--- src/rtl/quadratic_curve_rasterizer_unit_macros.svh ---
// Assertion macros for the quadratic curve rasterizer
`ifndef QUADRATIC_CURVE_RASTERIZER_UNIT_MACROS_SVH
`define QUADRATIC_CURVE_RASTERIZER_UNIT_MACROS_SVH
`ifndef SYNTH
`define QCR_ASSERT_IMP(label, clk, rst, ante, cons) \
   label: assert property (@(posedge clk) disable iff (rst) (ante) |-> (cons)) \
      else $error("qcr: assertion failed");
`define QCR_ASSERT_NXT(label, clk, rst, ante, cons) \
   label: assert property (@(posedge clk) disable iff (rst) (ante) |=> (cons)) \
      else $error("qcr: assertion failed");
`else
`define QCR_ASSERT_IMP(label, clk, rst, ante, cons)
`define QCR_ASSERT_NXT(label, clk, rst, ante, cons)
`endif
`endif

--- src/rtl/qcr_pkg.sv ---
// Types and constants shared by the quadratic curve rasterizer
`timescale 1ns / 1ps
package qcr_pkg;
   localparam int COORD_BITS = 12;
   localparam int LEN_FRAC   = 8;
   localparam int LEN_BITS   = COORD_BITS + 1 + LEN_FRAC;
   localparam int IDX_BITS   = LEN_BITS - LEN_FRAC;
   localparam int D2_BITS    = 2 * COORD_BITS + 1;

   localparam logic KIND_START = 1'b0;
   localparam logic KIND_TICK  = 1'b1;

   typedef struct packed {
      logic                         kind;
      logic signed [COORD_BITS-1:0] start_x;
      logic signed [COORD_BITS-1:0] start_y;
      logic signed [COORD_BITS-1:0] end_x;
      logic signed [COORD_BITS-1:0] end_y;
      logic signed [COORD_BITS-1:0] ctrl_x;
      logic signed [COORD_BITS-1:0] ctrl_y;
      logic                         straight;
   } req_type;

   typedef struct packed {
      logic signed [COORD_BITS-1:0] pixel_x;
      logic signed [COORD_BITS-1:0] pixel_y;
      logic                         last;
   } rsp_type;

   // classified word between front and back; control point is kept doubled
   typedef struct packed {
      logic                         is_start;
      logic signed [COORD_BITS-1:0] ax;
      logic signed [COORD_BITS-1:0] ay;
      logic signed [COORD_BITS-1:0] bx;
      logic signed [COORD_BITS-1:0] by;
      logic signed [COORD_BITS:0]   cx2;
      logic signed [COORD_BITS:0]   cy2;
      logic        [COORD_BITS-1:0] dx;
      logic        [COORD_BITS-1:0] dy;
   } cmd_type;
endpackage

--- src/rtl/quadratic_curve_rasterizer_unit.sv ---
// Top level of the quadratic curve rasterizer
//
//   channel   ports                        direction  word
//   request   req_push req_full req_data   in         req_type
//   response  rsp_empty rsp_pop rsp_data   out        rsp_type
//
// A start word in the back end is taken from the queue, then its squared distance is
// formed on the shared multiplier, then the bit-serial square root runs.
// A tick is taken from the queue, then runs through the serial step divider, the blend
// of both axes on the one multiplier, and a final step that loads the result;
// that last step waits while an earlier result sits unread.
// Synchronous active-high reset; the two-entry queue keeps taking words while
// the back end works or a result waits on rsp_data.
`timescale 1ns / 1ps
module quadratic_curve_rasterizer_unit import qcr_pkg::*; #(
   parameter int T_FRAC_BITS = 16
) (
   input  logic    clock,
   input  logic    reset,
   input  logic    req_push,
   output logic    req_full,
   input  req_type req_data,
   output logic    rsp_empty,
   input  logic    rsp_pop,
   output rsp_type rsp_data
);
   cmd_type cmd_in, cmd_out;
   logic    cmd_pop, cmd_empty;

   qcr_front u_front (
      .req_word (req_data),
      .cmd_word (cmd_in)
   );

   qcr_fifo u_fifo (
      .clock     (clock),
      .reset     (reset),
      .push      (req_push),
      .push_word (cmd_in),
      .full      (req_full),
      .pop       (cmd_pop),
      .pop_word  (cmd_out),
      .empty     (cmd_empty)
   );

   qcr_back #(
      .T_FRAC_BITS (T_FRAC_BITS)
   ) u_back (
      .clock     (clock),
      .reset     (reset),
      .cmd_empty (cmd_empty),
      .cmd_word  (cmd_out),
      .cmd_pop   (cmd_pop),
      .rsp_empty (rsp_empty),
      .rsp_pop   (rsp_pop),
      .rsp_data  (rsp_data)
   );
endmodule

--- src/rtl/qcr_front.sv ---
// Front end: decodes an input word into a command word
`timescale 1ns / 1ps
module qcr_front import qcr_pkg::*; (
   input  req_type req_word,
   output cmd_type cmd_word
);
   logic signed [COORD_BITS:0] ax_e, ay_e, bx_e, by_e;
   logic signed [COORD_BITS:0] dx_s, dy_s;
   logic signed [COORD_BITS:0] dx_m, dy_m;

   always_comb begin
      ax_e = (COORD_BITS+1)'(req_word.start_x);
      ay_e = (COORD_BITS+1)'(req_word.start_y);
      bx_e = (COORD_BITS+1)'(req_word.end_x);
      by_e = (COORD_BITS+1)'(req_word.end_y);
      dx_s = ax_e - bx_e;
      dy_s = ay_e - by_e;
      dx_m = dx_s[COORD_BITS] ? -dx_s : dx_s;
      dy_m = dy_s[COORD_BITS] ? -dy_s : dy_s;
      cmd_word.is_start = (req_word.kind == KIND_START);
      cmd_word.ax = req_word.start_x;
      cmd_word.ay = req_word.start_y;
      cmd_word.bx = req_word.end_x;
      cmd_word.by = req_word.end_y;
      if (req_word.straight) begin
         cmd_word.cx2 = ax_e + bx_e;
         cmd_word.cy2 = ay_e + by_e;
      end else begin
         cmd_word.cx2 = {req_word.ctrl_x, 1'b0};
         cmd_word.cy2 = {req_word.ctrl_y, 1'b0};
      end
      cmd_word.dx = dx_m[COORD_BITS-1:0];
      cmd_word.dy = dy_m[COORD_BITS-1:0];
   end
endmodule

--- src/rtl/qcr_fifo.sv ---
// Two-entry command queue between front and back
`timescale 1ns / 1ps
module qcr_fifo import qcr_pkg::*; (
   input  logic    clock,
   input  logic    reset,
   input  logic    push,
   input  cmd_type push_word,
   output logic    full,
   input  logic    pop,
   output cmd_type pop_word,
   output logic    empty
);
   localparam int DEPTH = 2;
   localparam int PTR_BITS = 1;
   localparam int CNT_BITS = 2;

   cmd_type               mem_ff [DEPTH];
   logic [PTR_BITS-1:0]   wr_ptr_ff, wr_ptr_in, rd_ptr_ff, rd_ptr_in;
   logic [CNT_BITS-1:0]   count_ff, count_in;
   logic                  wr_en, rd_en;

   always_comb begin
      full = (count_ff == CNT_BITS'(DEPTH));
      empty = (count_ff == '0);
      wr_en = push && !full;
      rd_en = pop && !empty;
      pop_word = mem_ff[rd_ptr_ff];
      wr_ptr_in = wr_en ? wr_ptr_ff + 1'b1 : wr_ptr_ff;
      rd_ptr_in = rd_en ? rd_ptr_ff + 1'b1 : rd_ptr_ff;
      count_in = count_ff + CNT_BITS'(wr_en) - CNT_BITS'(rd_en);
   end

   always_ff @(posedge clock) begin
      if (reset) begin
         wr_ptr_ff <= '0;
         rd_ptr_ff <= '0;
         count_ff <= '0;
      end else begin
         wr_ptr_ff <= wr_ptr_in;
         rd_ptr_ff <= rd_ptr_in;
         count_ff <= count_in;
      end
      if (wr_en) begin
         mem_ff[wr_ptr_ff] <= push_word;
      end
   end
endmodule

--- src/rtl/qcr_back.sv ---
// Back end: length square root, step divider, blend sequencer, result register
`timescale 1ns / 1ps
`include "quadratic_curve_rasterizer_unit_macros.svh"
module qcr_back import qcr_pkg::*; #(
   parameter int T_FRAC_BITS = 16
) (
   input  logic    clock,
   input  logic    reset,
   input  logic    cmd_empty,
   input  cmd_type cmd_word,
   output logic    cmd_pop,
   output logic    rsp_empty,
   input  logic    rsp_pop,
   output rsp_type rsp_data
);
   localparam int TF = T_FRAC_BITS;
   localparam int MA = (TF + 1 > COORD_BITS) ? TF + 1 : COORD_BITS;
   localparam int MB = TF + 14;
   localparam int PW = MA + 1 + MB;
   localparam int REM_BITS = LEN_BITS + 3;
   localparam int V_BITS = 2 * LEN_BITS;
   localparam int CNT_BITS = $clog2(((TF > LEN_BITS) ? TF : LEN_BITS) + 1);
   localparam logic [CNT_BITS-1:0] CNT_ONE = CNT_BITS'(1);
   localparam logic signed [PW-1:0] BIAS = PW'((64'd1 << (2 * TF)) - 64'd1);

   localparam logic [2:0] S_IDLE = 3'd0;
   localparam logic [2:0] S_SQ0  = 3'd1;
   localparam logic [2:0] S_SQ1  = 3'd2;
   localparam logic [2:0] S_ROOT = 3'd3;
   localparam logic [2:0] S_DIV  = 3'd4;
   localparam logic [2:0] S_MIX  = 3'd5;
   localparam logic [2:0] S_OUT  = 3'd6;

   localparam logic [2:0] STEP_UA    = 3'd0;
   localparam logic [2:0] STEP_TC    = 3'd1;
   localparam logic [2:0] STEP_TB    = 3'd2;
   localparam logic [2:0] STEP_UX    = 3'd3;
   localparam logic [2:0] STEP_TY    = 3'd4;
   localparam logic [2:0] STEP_ROUND = 3'd5;

   logic [2:0]                   state_ff;
   logic [2:0]                   step_ff;
   logic                         axis_ff;
   logic signed [COORD_BITS-1:0] ax_ff, ay_ff, bx_ff, by_ff;
   logic signed [COORD_BITS:0]   cx_ff, cy_ff;
   logic [COORD_BITS-1:0]        dx_ff, dy_ff;
   logic [LEN_BITS-1:0]          len_ff;
   logic [IDX_BITS-1:0]          idx_ff;
   logic                         drawing_ff;
   logic [CNT_BITS-1:0]          cnt_ff;
   logic [D2_BITS-1:0]           d2_ff;
   logic [V_BITS-1:0]            v_ff;
   logic [REM_BITS-1:0]          rem_ff;
   logic [LEN_BITS-1:0]          root_ff;
   logic [LEN_BITS-1:0]          div_rem_ff;
   logic [TF-1:0]                q_ff;
   logic signed [MB-1:0]         xw_ff, yw_ff;
   logic signed [PW-1:0]         acc_ff;
   logic signed [COORD_BITS-1:0] pix_x_ff, pix_y_ff;
   logic                         last_ff;
   logic                         out_valid_ff;
   rsp_type                      out_ff;

   logic [TF:0]                  u_w;
   logic [MA-1:0]                mul_a;
   logic signed [MB-1:0]         mul_b;
   logic signed [PW-1:0]         mul_p;
   logic signed [COORD_BITS-1:0] a_sel, b_sel;
   logic signed [COORD_BITS:0]   c_sel;
   logic [REM_BITS-1:0]          rem_sh, trial;
   logic                         root_ge;
   logic [LEN_BITS-1:0]          root_next;
   logic [LEN_BITS:0]            dshift;
   logic                         div_ge;
   logic [LEN_BITS:0]            div_diff;
   logic [IDX_BITS:0]            idx_inc;
   logic [LEN_BITS:0]            inc_scaled;
   logic                         is_last;
   logic [LEN_BITS-1:0]          idx_scaled;
   logic signed [PW-1:0]         acc_adj;
   logic signed [PW-1:0]         acc_shift;
   logic [D2_BITS-1:0]           d2_sum;
   logic                         out_free;

   always_comb begin
      u_w = {1'b1, {TF{1'b0}}} - {1'b0, q_ff};
      a_sel = axis_ff ? ay_ff : ax_ff;
      b_sel = axis_ff ? by_ff : bx_ff;
      c_sel = axis_ff ? cy_ff : cx_ff;
      mul_a = MA'(dx_ff);
      mul_b = MB'(dx_ff);
      case (state_ff)
         S_SQ1: begin
            mul_a = MA'(dy_ff);
            mul_b = MB'(dy_ff);
         end
         S_MIX: begin
            case (step_ff)
               STEP_UA: begin
                  mul_a = MA'(u_w);
                  mul_b = MB'(a_sel);
               end
               STEP_TC: begin
                  mul_a = MA'(q_ff);
                  mul_b = MB'(c_sel);
               end
               STEP_TB: begin
                  mul_a = MA'(q_ff);
                  mul_b = MB'(b_sel);
               end
               STEP_UX: begin
                  mul_a = MA'(u_w);
                  mul_b = xw_ff;
               end
               STEP_TY: begin
                  mul_a = MA'(q_ff);
                  mul_b = yw_ff;
               end
               default: begin
                  mul_a = MA'(q_ff);
                  mul_b = yw_ff;
               end
            endcase
         end
         default: begin
            mul_a = MA'(dx_ff);
            mul_b = MB'(dx_ff);
         end
      endcase
      mul_p = $signed({1'b0, mul_a}) * mul_b;

      rem_sh = {rem_ff[REM_BITS-3:0], v_ff[V_BITS-1 -: 2]};
      trial = REM_BITS'({root_ff, 2'b01});
      root_ge = rem_sh >= trial;
      root_next = {root_ff[LEN_BITS-2:0], root_ge};

      dshift = {div_rem_ff, 1'b0};
      div_ge = dshift >= {1'b0, len_ff};
      div_diff = dshift - {1'b0, len_ff};

      idx_inc = {1'b0, idx_ff} + 1'b1;
      inc_scaled = {idx_inc, {LEN_FRAC{1'b0}}};
      is_last = inc_scaled >= {1'b0, len_ff};
      idx_scaled = {idx_ff, {LEN_FRAC{1'b0}}};

      acc_adj = acc_ff + (acc_ff[PW-1] ? BIAS : PW'(0));
      acc_shift = acc_adj >>> (2 * TF);
      d2_sum = d2_ff + D2_BITS'(mul_p);

      out_free = !out_valid_ff || rsp_pop;
      cmd_pop = (state_ff == S_IDLE) && !cmd_empty;
      rsp_empty = !out_valid_ff;
      rsp_data = out_ff;
   end

   always_ff @(posedge clock) begin
      if (reset) begin
         state_ff <= S_IDLE;
         step_ff <= STEP_UA;
         axis_ff <= 1'b0;
         len_ff <= '0;
         idx_ff <= '0;
         drawing_ff <= 1'b0;
         cnt_ff <= '0;
         out_valid_ff <= 1'b0;
         ax_ff <= '0;
         ay_ff <= '0;
         bx_ff <= '0;
         by_ff <= '0;
         cx_ff <= '0;
         cy_ff <= '0;
      end else begin
         if (rsp_pop && !(state_ff == S_OUT && out_free)) begin
            out_valid_ff <= 1'b0;
         end
         case (state_ff)
            S_IDLE: begin
               if (!cmd_empty) begin
                  if (cmd_word.is_start) begin
                     ax_ff <= cmd_word.ax;
                     ay_ff <= cmd_word.ay;
                     bx_ff <= cmd_word.bx;
                     by_ff <= cmd_word.by;
                     cx_ff <= cmd_word.cx2;
                     cy_ff <= cmd_word.cy2;
                     dx_ff <= cmd_word.dx;
                     dy_ff <= cmd_word.dy;
                     drawing_ff <= 1'b0;
                     state_ff <= S_SQ0;
                  end else if (drawing_ff) begin
                     div_rem_ff <= idx_scaled;
                     q_ff <= '0;
                     cnt_ff <= CNT_BITS'(TF);
                     last_ff <= is_last;
                     state_ff <= S_DIV;
                  end
               end
            end
            S_SQ0: begin
               d2_ff <= D2_BITS'(mul_p);
               state_ff <= S_SQ1;
            end
            S_SQ1: begin
               v_ff <= V_BITS'({d2_sum, {(2 * LEN_FRAC){1'b0}}});
               rem_ff <= '0;
               root_ff <= '0;
               cnt_ff <= CNT_BITS'(LEN_BITS);
               state_ff <= S_ROOT;
            end
            S_ROOT: begin
               rem_ff <= root_ge ? rem_sh - trial : rem_sh;
               root_ff <= root_next;
               v_ff <= v_ff << 2;
               cnt_ff <= cnt_ff - 1'b1;
               if (cnt_ff == CNT_ONE) begin
                  len_ff <= root_next;
                  drawing_ff <= (root_next != '0);
                  idx_ff <= '0;
                  state_ff <= S_IDLE;
               end
            end
            S_DIV: begin
               div_rem_ff <= div_ge ? div_diff[LEN_BITS-1:0] : dshift[LEN_BITS-1:0];
               q_ff <= {q_ff[TF-2:0], div_ge};
               cnt_ff <= cnt_ff - 1'b1;
               if (cnt_ff == CNT_ONE) begin
                  step_ff <= STEP_UA;
                  axis_ff <= 1'b0;
                  state_ff <= S_MIX;
               end
            end
            S_MIX: begin
               case (step_ff)
                  STEP_UA: begin
                     xw_ff <= MB'(mul_p);
                     step_ff <= STEP_TC;
                  end
                  STEP_TC: begin
                     xw_ff <= xw_ff + MB'(mul_p);
                     step_ff <= STEP_TB;
                  end
                  STEP_TB: begin
                     yw_ff <= MB'(mul_p);
                     step_ff <= STEP_UX;
                  end
                  STEP_UX: begin
                     acc_ff <= mul_p;
                     step_ff <= STEP_TY;
                  end
                  STEP_TY: begin
                     acc_ff <= acc_ff + mul_p;
                     step_ff <= STEP_ROUND;
                  end
                  STEP_ROUND: begin
                     step_ff <= STEP_UA;
                     if (axis_ff) begin
                        pix_y_ff <= acc_shift[COORD_BITS-1:0];
                        state_ff <= S_OUT;
                     end else begin
                        pix_x_ff <= acc_shift[COORD_BITS-1:0];
                        axis_ff <= 1'b1;
                     end
                  end
                  default: step_ff <= STEP_UA;
               endcase
            end
            S_OUT: begin
               if (out_free) begin
                  out_ff <= '{pixel_x: pix_x_ff, pixel_y: pix_y_ff, last: last_ff};
                  out_valid_ff <= 1'b1;
                  if (last_ff) begin
                     drawing_ff <= 1'b0;
                     idx_ff <= '0;
                  end else begin
                     idx_ff <= idx_ff + 1'b1;
                  end
                  state_ff <= S_IDLE;
               end
            end
            default: state_ff <= S_IDLE;
         endcase
      end
   end

   `QCR_ASSERT_IMP(a_draw_in_range, clock, reset, drawing_ff, idx_scaled < len_ff)
   `QCR_ASSERT_IMP(a_div_rem_below_len, clock, reset, state_ff == S_DIV, div_rem_ff < len_ff)
   `QCR_ASSERT_NXT(a_root_sets_draw, clock, reset, state_ff == S_ROOT && cnt_ff == CNT_ONE, drawing_ff == (len_ff != '0))
   `QCR_ASSERT_IMP(a_mix_step_range, clock, reset, state_ff == S_MIX, step_ff <= STEP_ROUND)
endmodule
--- config.mk ---
export PLATFORM = sky130hd
export DESIGN_NAME = quadratic_curve_rasterizer_unit
export DESIGN_NICKNAME = d
export VERILOG_FILES = /design/src/rtl/qcr_pkg.sv /design/src/rtl/quadratic_curve_rasterizer_unit.sv /design/src/rtl/qcr_front.sv /design/src/rtl/qcr_fifo.sv /design/src/rtl/qcr_back.sv
export VERILOG_INCLUDE_DIRS = /design/src /design/src/rtl
export SDC_FILE = /design/constraint.sdc
export NUM_CORES = 2
export LEC_CHECK = 0
export ABC_CLOCK_PERIOD_IN_PS = 12600
export BUFFER_PORTS_ARGS = -buffer_cell sky130_fd_sc_hd__buf_4
export CORE_UTILIZATION = 61
export DETAILED_ROUTE_END_ITERATION = 8
export PLACE_DENSITY = 0.78
export SETUP_SLACK_MARGIN = 0.4
export SLEW_MARGIN = 20
export SYNTH_ARGS = -nofsm -noshare
export SYNTH_HDL_FRONTEND = slang
export SYNTH_SLANG_ARGS = --single-unit
--- constraint.sdc ---
create_clock -name clock -period 12.6 [get_ports clock]
set_clock_uncertainty 0.1 [all_clocks]
set_input_delay 1.26 -clock clock [delete_from_list [all_inputs] [get_ports clock]]
set_output_delay 1.26 -clock clock [all_outputs]
set_load 0.01 [all_outputs]
==> flow_metrics.py <==
metrics = {
    "run_status": {
        "status": "finished, final reports clean",
    },
    "finish": {
        "fin_cells": 6669,
        "drive_gt1_frac": 0.0700,
        "diodes": 0,
        "fin_nets": 6401,
        "seqCellArea_um2": 17900,
        "multi_input_area_um2": 31800,
        "fillerInstances": 6558,
        "area_delta_synth_final_pct": 8.73,
    },
    "logic_synthesis": {
        "synthXorXnorAreaFrac": 0.0439,
        "synth_cell_type_count": 85,
        "syn_area_per_cell_um2": 9.79,
        "synthAdderAreaFrac": 0.273,
        "synth_ff_type": "edfxtp_1",
        "synth_mux_area_frac": 0.0336,
        "syn_nets": 6363,
        "yosys.area_share.simple": 0.124,
        "syn_area_um2": 53100,
        "netlist_top_cells_area": "edfxtp_1 29%, fa_1 19%, ha_1 8.5%",
        "syn_inst": 5427,
        "synth.top_cell.area_share": 0.289,
        "async_flop_share": 0,
        "synth_top_family_by_area": "adder cells",
        "yosysSeqAreaShare": 0.337,
        "synth_commonest_cells": "720 x inv_1, 598 x nor2_1, 547 x nand2_1",
        "yosysWarnings": 0,
        "synth_edf_count": 511,
        "synth.most_common_cell": "inv_1",
        "ys_seq_elements": 638,
        "synth_compound_area_frac": 0.122,
        "yosysTopAreaCell": "edfxtp_1",
    },
    "worst_setup_path": {
        "cpMostUsedCell": "fa_1",
        "cp-end-kind": "register",
        "cp_max_fo": 44,
        "critical-path-max-stage-delay_ns": 0.64,
        "crit_slowest_cell": "a2111oi_0",
        "r2r_end": "u_back.acc_ff[41]",
        "crit-reg2reg-launch": "u_back.step_ff[2]",
        "path_class": "reg2reg",
        "crit_end": "u_back.acc_ff[41]",
        "reg2reg_setup_slack_ns": 1.02,
        "startpoint": "u_back.step_ff[2]",
        "worstPathRequired_ns": 12.90,
        "cp.arrival_ns": 11.88,
        "worst-r2r-cell-count": 39,
        "critPathLaunchType": "register",
    },
    "floorplan": {
        "fp-row-count": 107,
        "die_w_um": 297,
        "die_h_um": 297,
        "start_util": 0.620,
        "coreArea_um2": 85700,
        "io_pins": 105,
        "design.die.area_um2": 88300,
    },
    "sta": {
        "max_freq_mhz": 86.4,
        "final.setup.tns_ns": 0,
        "final_max_slew_viol_count": 0,
        "maxSlewHeadroom": 0.168,
        "timing.final.ws_setup_ns": 1.02,
        "period_needed_ns": 11.58,
        "grt_setup_unrepaired": "no",
        "tightest_slew_ns": 1.23,
        "finalCritPeriodShare": 0.919,
        "final_hold_viol_count": 0,
        "setup_viol": 0,
    },
    "placed_design": {
        "place_inst": 6535,
        "gp_congestion": 1.00,
        "dpl.hpwl_um": 104000,
        "port-buffer-count": 104,
        "place_ws_ns": 1.33,
    },
    "clock_tree": {
        "cts_buffers": 72,
        "cts.clk_slew.worst_paths_ns": 0.06,
        "post_cts_buffers": 0,
        "cts_tree": "done",
        "root_buffer": "clkbuf_16",
        "clk_latency_ns": 0.66,
        "cts.sinks": 638,
        "htreeDepth": 3,
        "clockBufferDepth": 3,
    },
    "global_route": {
        "antenna_found_initial": 0,
        "grt_pass1_wl_um": 221000,
        "grt_remaining_overflow": 0,
        "grt_pass1_vias": 40600,
        "grt_max_degree": 78,
        "grtUsageTotal": 0.317,
    },
    "routing": {
        "num_vias": 40000,
        "routedWlPerCell_um": 20.6,
        "routed_wl_um": 138000,
        "first_pass_iters": 6,
        "final_antenna_net_count": 0,
        "via_per_inst": 6.00,
        "drtIter0Drc": 3866,
        "drc": 0,
    },
    "run": {
        "maxCapViolCount": 0,
    },
    "min_path": {
        "min_path_type": "reg2reg",
    },
}
worst max-delay path: cells and delay by family, from the launching register on:
family                   cells  cell delay (ns)
AO/OA/AOI/OAI               17             4.32
adder cells (fa/ha/maj)      8             3.78
AND/OR/NAND/NOR              8             1.45
XOR/XNOR                     2             0.56
buffers and inverters        3             0.53
flip-flops                   1             0.35
multiplexers                 1             0.26
worst min-delay path by stage:
stage,start,to,slack (ns),depth (start not counted)
after CTS,u_back.pix_y_ff[10],u_back.rsp_data[11],0.32,0
after global routing,u_back.pix_y_ff[4],u_back.rsp_data[5],0.33,0
after detailed placement,u_back.pix_y_ff[10],u_back.rsp_data[11],0.31,0
final,u_back.pix_y_ff[10],u_back.rsp_data[11],0.32,0
after global placement,u_back.pix_y_ff[3],u_back.rsp_data[4],0.30,0
after floorplan,u_back.pix_y_ff[9],u_back.rsp_data[10],0.30,0
registers in the layout (all words and copies together) (netlist names), 13 cells and up, named ones only:
register,flops
u_back.acc_ff,48
u_back.cx_ff,13
u_back.cy_ff,13
u_back.d2_ff,25
u_back.div_rem_ff,21
u_back.idx_ff,13
u_back.len_ff,21
u_back.q_ff,16
u_back.rem_ff,22
u_back.root_ff,21
u_back.rsp_data,25
u_back.v_ff,26
u_back.xw_ff,30
u_back.yw_ff,30
u_fifo.mem_ff,198
kinds of logic after synthesis:
kind of cell    after synthesis
flops                       638
simple gates               1516
compound gates             1036
buf+inv                     939
xor+xnor                    266
fa+ha+maj                   858
mux                         174
layer usage:
| layer | global-route usage | up-vias | routed length (µm) | part of all wire |
|---|---|---|---|---|
| li1 | - | 18300 | - | - |
| met2 | 0.498 | 1899 | 61800 | 0.45 |
| met1 | 0.440 | 19500 | 56700 | 0.41 |
| met3 | 0.0669 | 324 | 14200 | 0.10 |
| met4 | 0.108 | 0 | 4910 | 0.036 |
| met5 | 0 | - | 0 | 0 |
cell type report:
cell class	count	area share
multi-input combinational	3850	0.550
sequential	638	0.310
inverter	721	0.0469
clock buffer	99	0.0366
tap	1144	0.0248
timing repair buffer	182	0.0239
clock inverter	35	0.00797
repair_timing:
| item | in CTS | in global routing |
|---|---|---|
| hold buffers | 0 | 0 |
| setup endpoints to repair | 0 | 3 |
| resized for setup | 0 | 2 |
| hold endpoints to repair | 0 | 0 |
metrics by stage:
step,hold slack [ns],util,cell area [µm²]
floorplan,0.300,-,53100
global placement,0.300,0.644,55200
detailed placement,0.305,0.644,55200
CTS,0.319,0.674,57800
global route,0.326,0.674,57800
finish,0.318,0.674,57800
cells in the final DEF (no fill, tap or decap), drive strengths merged, types with 33 or more instances in the layout:
cell type    n
o21bai      40
nand2b      49
a21o       120
dfxtp      127
buf        182
and3        62
fa         499
xnor2      164
nand2      547
o21ai      216
xor2       102
nor2       598
clkbuf      99
and2        39
mux2i      141
ha         359
mux2        33
edfxtp     511
a211oi     102
o21a        34
a21oi      353
nand3       47
nor3        43
inv        727
Power is left out: the tool's default activity adds up to more than one toggle a clock period on the data nets, which glitch-free logic cannot reach.
